## src/rtl/pol_pkg.sv

```systemverilog
// Shared types and constants for the priority ordered lock.
`timescale 1ns / 1ps

package pol_pkg;

   localparam int QUEUE_DEPTH = 64;
   localparam int ID_BITS     = 16;
   localparam int ADDR_BITS   = (QUEUE_DEPTH > 1) ? $clog2(QUEUE_DEPTH) : 1;
   localparam int CNT_BITS    = $clog2(QUEUE_DEPTH + 1);

   typedef logic [ID_BITS-1:0]   id_type;
   typedef logic [ADDR_BITS-1:0] addr_type;
   typedef logic [CNT_BITS-1:0]  cnt_type;

   typedef enum logic [0:0] {
      CMD_ACQUIRE = 1'b0,
      CMD_RELEASE = 1'b1
   } cmd_type;

   typedef enum logic [2:0] {
      ST_GRANTED  = 3'd0,
      ST_QUEUED   = 3'd1,
      ST_RELEASED = 3'd2,
      ST_REFUSED  = 3'd3,
      ST_FULL     = 3'd4
   } status_type;

   typedef struct packed {
      cmd_type     cmd;
      logic [15:0] requester_id;
   } req_type;

   typedef struct packed {
      status_type  status;
      logic        handover_valid;
      logic [15:0] new_owner_id;
      logic [6:0]  waiting_count;
   } rsp_type;

   typedef enum logic [2:0] {
      S_IDLE,
      S_DECIDE,
      S_INS_WALK,
      S_POP_HEAD,
      S_POP_SHIFT,
      S_FINISH
   } state_type;

   typedef enum logic [3:0] {
      OP_NONE,
      OP_LOAD,
      OP_GRANT,
      OP_FREE,
      OP_INS_START,
      OP_INS_STEP,
      OP_INS_PLACE,
      OP_POP_START,
      OP_POP_HEAD,
      OP_POP_STEP,
      OP_POP_DONE
   } op_type;

   typedef struct packed {
      op_type     op;
      logic       set_result;
      status_type result_code;
      logic       handover;
      logic       rsp_load;
   } ctrl_cmd_type;

   typedef struct packed {
      logic acquire;
      logic held;
      logic is_owner;
      logic full;
      logic empty;
      logic walk_more;
      logic shift_more;
      logic out_free;
   } dp_status_type;

endpackage

```

## src/rtl/pol_ctrl.sv

```systemverilog
// Controller state machine for the priority ordered lock.
`timescale 1ns / 1ps

module pol_ctrl (
   input  logic                   clock,
   input  logic                   reset,
   input  logic                   req_valid,
   output logic                   req_ready,
   input  pol_pkg::dp_status_type dp_status,
   output pol_pkg::ctrl_cmd_type  dp_cmd
);

   pol_pkg::state_type state_ff, state_in;

   always_ff @(posedge clock) begin
      if (reset) begin
         state_ff <= pol_pkg::S_IDLE;
      end else begin
         state_ff <= state_in;
      end
   end

   always_comb begin
      state_in = state_ff;
      case (state_ff)
         pol_pkg::S_IDLE: begin
            if (req_valid) state_in = pol_pkg::S_DECIDE;
         end
         pol_pkg::S_DECIDE: begin
            if (dp_status.acquire) begin
               if (dp_status.held && !dp_status.full) state_in = pol_pkg::S_INS_WALK;
               else state_in = pol_pkg::S_FINISH;
            end else begin
               if (dp_status.held && dp_status.is_owner && !dp_status.empty)
                  state_in = pol_pkg::S_POP_HEAD;
               else
                  state_in = pol_pkg::S_FINISH;
            end
         end
         pol_pkg::S_INS_WALK: begin
            if (!dp_status.walk_more) state_in = pol_pkg::S_FINISH;
         end
         pol_pkg::S_POP_HEAD: begin
            state_in = pol_pkg::S_POP_SHIFT;
         end
         pol_pkg::S_POP_SHIFT: begin
            if (!dp_status.shift_more) state_in = pol_pkg::S_FINISH;
         end
         pol_pkg::S_FINISH: begin
            if (dp_status.out_free) state_in = pol_pkg::S_IDLE;
         end
         default: begin
            state_in = pol_pkg::S_IDLE;
         end
      endcase
   end

   always_comb begin
      req_ready          = 1'b0;
      dp_cmd.op          = pol_pkg::OP_NONE;
      dp_cmd.set_result  = 1'b0;
      dp_cmd.result_code = pol_pkg::ST_GRANTED;
      dp_cmd.handover    = 1'b0;
      dp_cmd.rsp_load    = 1'b0;
      case (state_ff)
         pol_pkg::S_IDLE: begin
            req_ready = 1'b1;
            if (req_valid) dp_cmd.op = pol_pkg::OP_LOAD;
         end
         pol_pkg::S_DECIDE: begin
            if (dp_status.acquire) begin
               if (!dp_status.held) begin
                  dp_cmd.op          = pol_pkg::OP_GRANT;
                  dp_cmd.set_result  = 1'b1;
                  dp_cmd.result_code = pol_pkg::ST_GRANTED;
               end else if (dp_status.full) begin
                  dp_cmd.set_result  = 1'b1;
                  dp_cmd.result_code = pol_pkg::ST_FULL;
               end else begin
                  dp_cmd.op = pol_pkg::OP_INS_START;
               end
            end else begin
               if (!dp_status.held || !dp_status.is_owner) begin
                  dp_cmd.set_result  = 1'b1;
                  dp_cmd.result_code = pol_pkg::ST_REFUSED;
               end else if (dp_status.empty) begin
                  dp_cmd.op          = pol_pkg::OP_FREE;
                  dp_cmd.set_result  = 1'b1;
                  dp_cmd.result_code = pol_pkg::ST_RELEASED;
               end else begin
                  dp_cmd.op = pol_pkg::OP_POP_START;
               end
            end
         end
         pol_pkg::S_INS_WALK: begin
            if (dp_status.walk_more) begin
               dp_cmd.op = pol_pkg::OP_INS_STEP;
            end else begin
               dp_cmd.op          = pol_pkg::OP_INS_PLACE;
               dp_cmd.set_result  = 1'b1;
               dp_cmd.result_code = pol_pkg::ST_QUEUED;
            end
         end
         pol_pkg::S_POP_HEAD: begin
            dp_cmd.op = pol_pkg::OP_POP_HEAD;
         end
         pol_pkg::S_POP_SHIFT: begin
            if (dp_status.shift_more) begin
               dp_cmd.op = pol_pkg::OP_POP_STEP;
            end else begin
               dp_cmd.op          = pol_pkg::OP_POP_DONE;
               dp_cmd.set_result  = 1'b1;
               dp_cmd.result_code = pol_pkg::ST_RELEASED;
               dp_cmd.handover    = 1'b1;
            end
         end
         pol_pkg::S_FINISH: begin
            dp_cmd.rsp_load = dp_status.out_free;
         end
         default: begin
            req_ready = 1'b0;
         end
      endcase
   end

endmodule

```

## src/rtl/pol_dpath.sv

```systemverilog
// Datapath of the priority ordered lock: lock state, sorted wait queue, result register.
`timescale 1ns / 1ps

module pol_dpath (
   input  logic                   clock,
   input  logic                   reset,
   input  pol_pkg::req_type       req_data,
   input  pol_pkg::ctrl_cmd_type  dp_cmd,
   output pol_pkg::dp_status_type dp_status,
   output logic                   rsp_valid,
   input  logic                   rsp_ready,
   output pol_pkg::rsp_type       rsp_data
);

   // wait queue, sorted ascending; only the first len_ff entries are live
   pol_pkg::id_type     wait_ids_ff [pol_pkg::QUEUE_DEPTH];

   logic                held_ff, held_in;
   pol_pkg::id_type     owner_ff, owner_in;
   pol_pkg::cnt_type    len_ff, len_in;
   pol_pkg::cnt_type    ptr_ff, ptr_in;
   pol_pkg::id_type     id_ff;
   pol_pkg::cmd_type    cmd_ff;
   pol_pkg::id_type     rdata_ff;
   pol_pkg::status_type result_ff;
   logic                handover_ff;
   logic                rsp_valid_ff, rsp_valid_in;
   pol_pkg::rsp_type    rsp_data_ff;

   pol_pkg::cnt_type    raddr_wide;
   pol_pkg::cnt_type    waddr_wide;
   pol_pkg::id_type     wdata;
   logic                wen;

   always_comb begin
      held_in    = held_ff;
      owner_in   = owner_ff;
      len_in     = len_ff;
      ptr_in     = ptr_ff;
      raddr_wide = ptr_ff;
      waddr_wide = ptr_ff;
      wdata      = rdata_ff;
      wen        = 1'b0;
      case (dp_cmd.op)
         pol_pkg::OP_GRANT: begin
            held_in  = 1'b1;
            owner_in = id_ff;
         end
         pol_pkg::OP_FREE: begin
            held_in  = 1'b0;
            owner_in = '0;
         end
         pol_pkg::OP_INS_START: begin
            ptr_in     = len_ff;
            raddr_wide = len_ff - pol_pkg::cnt_type'(1);
         end
         pol_pkg::OP_INS_STEP: begin
            wen        = 1'b1;
            ptr_in     = ptr_ff - pol_pkg::cnt_type'(1);
            raddr_wide = ptr_ff - pol_pkg::cnt_type'(2);
         end
         pol_pkg::OP_INS_PLACE: begin
            wen    = 1'b1;
            wdata  = id_ff;
            len_in = len_ff + pol_pkg::cnt_type'(1);
         end
         pol_pkg::OP_POP_START: begin
            ptr_in     = pol_pkg::cnt_type'(1);
            raddr_wide = '0;
         end
         pol_pkg::OP_POP_HEAD: begin
            owner_in = rdata_ff;
         end
         pol_pkg::OP_POP_STEP: begin
            wen        = 1'b1;
            waddr_wide = ptr_ff - pol_pkg::cnt_type'(1);
            ptr_in     = ptr_ff + pol_pkg::cnt_type'(1);
            raddr_wide = ptr_ff + pol_pkg::cnt_type'(1);
         end
         pol_pkg::OP_POP_DONE: begin
            len_in = len_ff - pol_pkg::cnt_type'(1);
         end
         default: begin
            wen = 1'b0;
         end
      endcase
   end

   always_ff @(posedge clock) begin
      if (wen) wait_ids_ff[waddr_wide[pol_pkg::ADDR_BITS-1:0]] <= wdata;
      rdata_ff <= wait_ids_ff[raddr_wide[pol_pkg::ADDR_BITS-1:0]];
   end

   always_ff @(posedge clock) begin
      if (reset) begin
         held_ff  <= 1'b0;
         owner_ff <= '0;
         len_ff   <= '0;
      end else begin
         held_ff  <= held_in;
         owner_ff <= owner_in;
         len_ff   <= len_in;
      end
   end

   always_ff @(posedge clock) begin
      ptr_ff <= ptr_in;
      if (dp_cmd.op == pol_pkg::OP_LOAD) begin
         cmd_ff <= req_data.cmd;
         id_ff  <= pol_pkg::id_type'(32'(req_data.requester_id));
      end
      if (dp_cmd.set_result) begin
         result_ff   <= dp_cmd.result_code;
         handover_ff <= dp_cmd.handover;
      end
      if (dp_cmd.rsp_load) begin
         rsp_data_ff.status         <= result_ff;
         rsp_data_ff.handover_valid <= handover_ff;
         rsp_data_ff.new_owner_id   <= held_ff ? 16'(owner_ff) : 16'd0;
         rsp_data_ff.waiting_count  <= 7'(len_ff);
      end
   end

   always_comb begin
      rsp_valid_in = rsp_valid_ff;
      if (rsp_ready) rsp_valid_in = 1'b0;
      if (dp_cmd.rsp_load) rsp_valid_in = 1'b1;
   end

   always_ff @(posedge clock) begin
      if (reset) begin
         rsp_valid_ff <= 1'b0;
      end else begin
         rsp_valid_ff <= rsp_valid_in;
      end
   end

   assign dp_status.acquire    = (cmd_ff == pol_pkg::CMD_ACQUIRE);
   assign dp_status.held       = held_ff;
   assign dp_status.is_owner   = (owner_ff == id_ff);
   assign dp_status.full       = (len_ff == pol_pkg::cnt_type'(pol_pkg::QUEUE_DEPTH));
   assign dp_status.empty      = (len_ff == '0);
   assign dp_status.walk_more  = (ptr_ff != '0) && (rdata_ff > id_ff);
   assign dp_status.shift_more = (ptr_ff < len_ff);
   assign dp_status.out_free   = !rsp_valid_ff || rsp_ready;

   assign rsp_valid = rsp_valid_ff;
   assign rsp_data  = rsp_data_ff;

endmodule

```

## src/rtl/priority_ordered_lock.sv

```systemverilog
// Top level of the priority ordered lock with an id-sorted wait queue.
//
//   channel | ports                         | direction | payload
//   --------+-------------------------------+-----------+------------------------------
//   request | req_valid req_ready req_data  | in        | cmd, requester_id
//   result  | rsp_valid rsp_ready rsp_data  | out       | status, handover, owner, count
//
// One transaction at a time. Grant, refuse and full go from accept through the decide
// state to the finish state. An insert walks the queue from the tail, one entry a cycle.
// A handover shifts the queue one entry a cycle.
// Synchronous reset frees the lock and empties the queue; no clearing pass.
// A stalled result holds in the output register; the next request is taken meanwhile.
`timescale 1ns / 1ps

module priority_ordered_lock (
   input  logic             clock,
   input  logic             reset,
   input  logic             req_valid,
   output logic             req_ready,
   input  pol_pkg::req_type req_data,
   output logic             rsp_valid,
   input  logic             rsp_ready,
   output pol_pkg::rsp_type rsp_data
);

   pol_pkg::ctrl_cmd_type  dp_cmd;
   pol_pkg::dp_status_type dp_status;

   pol_ctrl u_ctrl (
      .clock     (clock),
      .reset     (reset),
      .req_valid (req_valid),
      .req_ready (req_ready),
      .dp_status (dp_status),
      .dp_cmd    (dp_cmd)
   );

   pol_dpath u_dpath (
      .clock     (clock),
      .reset     (reset),
      .req_data  (req_data),
      .dp_cmd    (dp_cmd),
      .dp_status (dp_status),
      .rsp_valid (rsp_valid),
      .rsp_ready (rsp_ready),
      .rsp_data  (rsp_data)
   );

endmodule

```

## config.mk

```make
export PLATFORM = sky130hd
export DESIGN_NAME = priority_ordered_lock
export DESIGN_NICKNAME = d
export VERILOG_FILES = /design/src/rtl/pol_pkg.sv /design/src/rtl/pol_ctrl.sv /design/src/rtl/pol_dpath.sv /design/src/rtl/priority_ordered_lock.sv
export SDC_FILE = /design/constraint.sdc
export NUM_CORES = 2
export LEC_CHECK = 0
export BUFFER_PORTS_ARGS = -buffer_cell sky130_fd_sc_hd__buf_2
export CAP_MARGIN = 20
export CELL_PAD_IN_SITES_DETAIL_PLACEMENT = 0
export CELL_PAD_IN_SITES_GLOBAL_PLACEMENT = 1
export CORE_MARGIN = 2
export CORE_UTILIZATION = 40
export CTS_CLUSTER_SIZE = 25
export DETAILED_ROUTE_END_ITERATION = 12
export PLACE_DENSITY = 0.62
export SYNTH_ARGS = -nofsm -noshare
export SYNTH_HDL_FRONTEND = slang
export SYNTH_SLANG_ARGS = --single-unit
```

## constraint.sdc

```tcl
create_clock -name clock -period 8.4 [get_ports clock]
set_clock_uncertainty 0.2 [all_clocks]
set_input_delay 0.42 -clock clock [delete_from_list [all_inputs] [get_ports clock]]
set_output_delay 0.42 -clock clock [all_outputs]
set_load 0.01 [all_outputs]
```

==> impl_metrics.py <==
metrics = {
    "die": {
        "ioPinCount": 50,
        "initial_core_util_pct": 40.3,
        "die_h_um": 343,
        "core_area_um2": 114000,
        "die_w_um": 343,
        "dieArea_um2": 118000,
        "rows": 124,
    },
    "sta": {
        "finalSetupViolCount": 0,
        "hold_ws_ns": 0.216,
        "grt_setup_unrepaired": "false",
        "layout_min_cycle_time_ns": 6.76,
        "max_clock_freq_ghz": 0.148,
        "min_period_over_period_pct": 80.5,
        "worst_pin_slew_ns": 1.19,
        "timing.final.max_slew_violations": 0,
        "final-hold-violation-count": 0,
        "slew_headroom_pct": 20.1,
        "timing.setup.tns_ns": 0,
    },
    "finish": {
        "fillers": 9837,
        "seqCellArea_um2": 33300,
        "flow.area_growth_from_synthesis_pct": 14.0,
        "multiInputGateArea_um2": 11800,
        "nNetsFinal": 3118,
        "antenna_cells": 0,
        "drive_above_1_share_pct": 16.7,
    },
    "synthesis": {
        "yosysWarnings": 0,
        "yosys_most_used_dff": "edfxtp_1",
        "syn_inst": 2939,
        "synth-edff-count": 1079,
        "ys_seq_area_share_pct": 72.3,
        "synthDistinctLibCells": 95,
        "synth_nets": 2991,
        "ys_async_sr_fraction_pct": 0,
        "syn_area_per_cell_um2": 15.7,
        "synth.largest_area_cell": "edfxtp_1",
        "synthTopCellsByArea": "edfxtp_1, mux2i_1, mux4_2, nand2_1, mux2_2",
        "synth.top_cell.area_share_pct": 70.4,
        "syn-cell-area_um2": 46000,
        "ys_ff_latch": 1123,
    },
    "pwr": {
        "p_per_area_nw_per_um2": 297,
        "peakVddDrop_v": 0.000168,
        "p_leak_nw": 17.5,
    },
    "routing": {
        "avgViaCountPerCell": 5.72,
        "first_pass_iters": 6,
        "met2WireLength_mm": 62.5,
        "num_vias": 26800,
        "wl_per_cell_um": 28.2,
        "drt_iter0_drc": 2890,
        "wirelength_mm": 132,
        "wl_met1_mm": 55.4,
        "dr_wl_met3_mm": 8.87,
        "ant_nets": 0,
        "highest_layer": "met5",
        "drc": 0,
    },
    "placed_design": {
        "place_congestion": 0.890,
        "dp_hpwl_mm": 77.9,
        "portBuffers": 49,
    },
    "clock_network": {
        "cts_buffers": 117,
        "clk_path_buf_depth": 3,
        "clk_pin_slew_ns": 0.06,
        "cts_resized": 0,
        "cts_hold_buf": 22,
        "cts-htree-levels": 3,
        "cts_tree": "built",
        "clock-sinks": 1123,
        "root_buffer": "clkbuf_16",
        "cts_setup_buffers": 0,
        "clock_latency_ns": 0.71,
    },
    "worst_setup_path": {
        "startpoint_type": "flip-flop",
        "worst_ep_required_time_ns": 8.71,
        "r2r_slack_ns": 1.64,
        "reg2reg_depth": 14,
        "reg2reg_to": "u_dpath.rdata_ff[9]",
        "crit_type": "flip-flop to flip-flop",
        "worstPathMaxFanout": 163,
        "setup.worst_path.end_class": "flip-flop",
        "cp.arrival_ns": 7.07,
        "r2r_start": "u_dpath.ptr_ff[3]",
    },
    "min_path": {
        "hold_path_depth": 0,
        "min_to": "u_dpath.rsp_data[25]",
        "min_path_type": "flip-flop to flip-flop",
        "worstHoldStart": "u_dpath.result_ff[1]",
    },
    "global_routing": {
        "grt_max_degree": 164,
        "overflow": 0,
        "grt_use_total_pct": 22.4,
        "first_global_vias": 26800,
        "grt_antenna_before_repair": 5,
        "grt_pass1_wl_mm": 190,
    },
    "run_status": {
        "status": "complete, no violations",
    },
    "run": {
        "maxCapViolations": 0,
    },
}
==> routing by layer <==
layer	global-route usage (%)	vias to the layer above
li1	-	11800
met1	30.1	13700
met2	36.3	982
met3	4.00	205
met4	8.48	6
met5	0	-
==> area by class of cell <==
| cell class | count | area share, % |
|---|---|---|
| Tap cell | 1512 | 3.61 |
| Clock buffer | 153 | 6.08 |
| Timing Repair Buffer | 190 | 2.85 |
| Clock inverter | 64 | 1.26 |
| Sequential cell | 1123 | 63.4 |
| Multi-Input combinational cell | 1599 | 22.5 |
| Inverter | 35 | 0.250 |
==> placed cells by master, fill, tap and decap left out, types with 30 or more instances in the layout <==
cell	instances
inv_1	33
nand3_1	60
and3_1	47
o32ai_1	42
a211oi_1	61
o21ai_0	30
mux2_2	88
dfxtp_1	44
nor2_1	147
a21oi_1	101
mux2i_1	168
nand2_1	348
mux4_2	59
clkbuf_16	121
buf_2	49
ha_1	31
buf_4	106
edfxtp_1	1079
==> flip-flops by register name, summed over array words and instances, names as in the netlist, 3 cells and up <==
| signal | cells |
|---|---|
| u_ctrl.state_ff | 3 |
| u_dpath.id_ff | 16 |
| u_dpath.len_ff | 7 |
| u_dpath.owner_ff | 16 |
| u_dpath.ptr_ff | 7 |
| u_dpath.rdata_ff | 16 |
| u_dpath.result_ff | 3 |
| u_dpath.rsp_data | 27 |
| u_dpath.wait_ids_ff | 1024 |
==> worst max-delay path, cell delays in order, from the launching register on <==
cell and delay (ns):
edfxtp_1 0.72, ha_1 0.45, nand4_1 0.13, o311a_1 0.42, nand2_1 0.49, inv_1 0.39
ha_1 0.32, or3_1 0.46, o211ai_4 0.39, buf_12 0.63, mux2_2 0.42, a21oi_1 0.14
nor2_1 0.06, o32ai_1 0.85, o2111ai_1 0.24
==> worst max-delay path by stage <==
stage	from	endpoint	depth (start not counted)
floorplan	u_dpath.id_ff[15]	u_dpath.wait_ids_ff[0][0]	9
global placement	u_dpath.ptr_ff[3]	u_dpath.rdata_ff[6]	14
detailed placement	u_dpath.ptr_ff[3]	u_dpath.rdata_ff[7]	14
CTS	u_dpath.ptr_ff[3]	u_dpath.rdata_ff[7]	14
global route	u_dpath.ptr_ff[3]	u_dpath.rdata_ff[9]	14
finish	u_dpath.ptr_ff[3]	u_dpath.rdata_ff[9]	14
==> through the flow <==
step / cells / cell area, um2 / utilization, % / total power [mW] / setup slack (ns)
4_1_cts: 4670 / 52400 / 45.9 / 15.7 / 1.76
3_5_place_dp: 4431 / 48300 / 42.3 / 10.5 / 1.78
6_report: 4676 / 52500 / 46.0 / 15.6 / 1.64
3_3_place_gp: 4429 / 48300 / 42.3 / 10.4 / 1.70
2_1_floorplan: 2939 / 46000 / - / 9.03 / 3.12
5_1_grt: 4676 / 52500 / 46.0 / 16.1 / 1.41
==> cell families (layout without fill, tap and decap cells) <==
group / count (synthesis) / after routing / synth area share (%)
buffers and inverters: 217 / 442 / 2.39
AOI/OAI and AO/OA: 491 / 491 / 8.04
adders and majority gates: 31 / 31 / 0.843
DFF: 1123 / 1123 / 72.3
xor gates and xnor gates: 30 / 30 / 0.571
muxes: 315 / 315 / 8.69
and+or+nand+nor: 732 / 732 / 7.15
==> Yosys cell counts, types with 4 or more instances <==
master and n:
a32o_1 16, buf_1 5, mux4_2 59, nor3_1 27, buf_6 17, xnor2_1 15, nor4_1 5, and2_1 21
dfxtp_1 44, buf_4 16, a31oi_1 27, o22ai_1 24, a21o_1 6, nor2b_1 12, a221oi_1 17, inv_1 33
nand4_1 8, o21ai_0 31, ha_1 31, edfxtp_1 1079, mux2_2 88, nor2_1 157, buf_2 53, nand2b_1 15
o221ai_1 23, nand2_1 349, a311oi_1 29, a211oi_1 62, mux2i_1 168, or2_2 4, and3_1 47, a32oi_1 21
clkbuf_1 86, or3_1 6, xor2_1 15, a2111oi_0 15, o2111ai_1 16, o21bai_1 15, a21oi_1 101, nand3_1 60
o32ai_1 45
==> power by group <==
group | switching (mW) | internal [mW]
Sequential | 0.219 | 7.05
Clock | 2.13 | 3.06
Combinational | 2.29 | 0.822
Power figures use the tool's default switching activity.
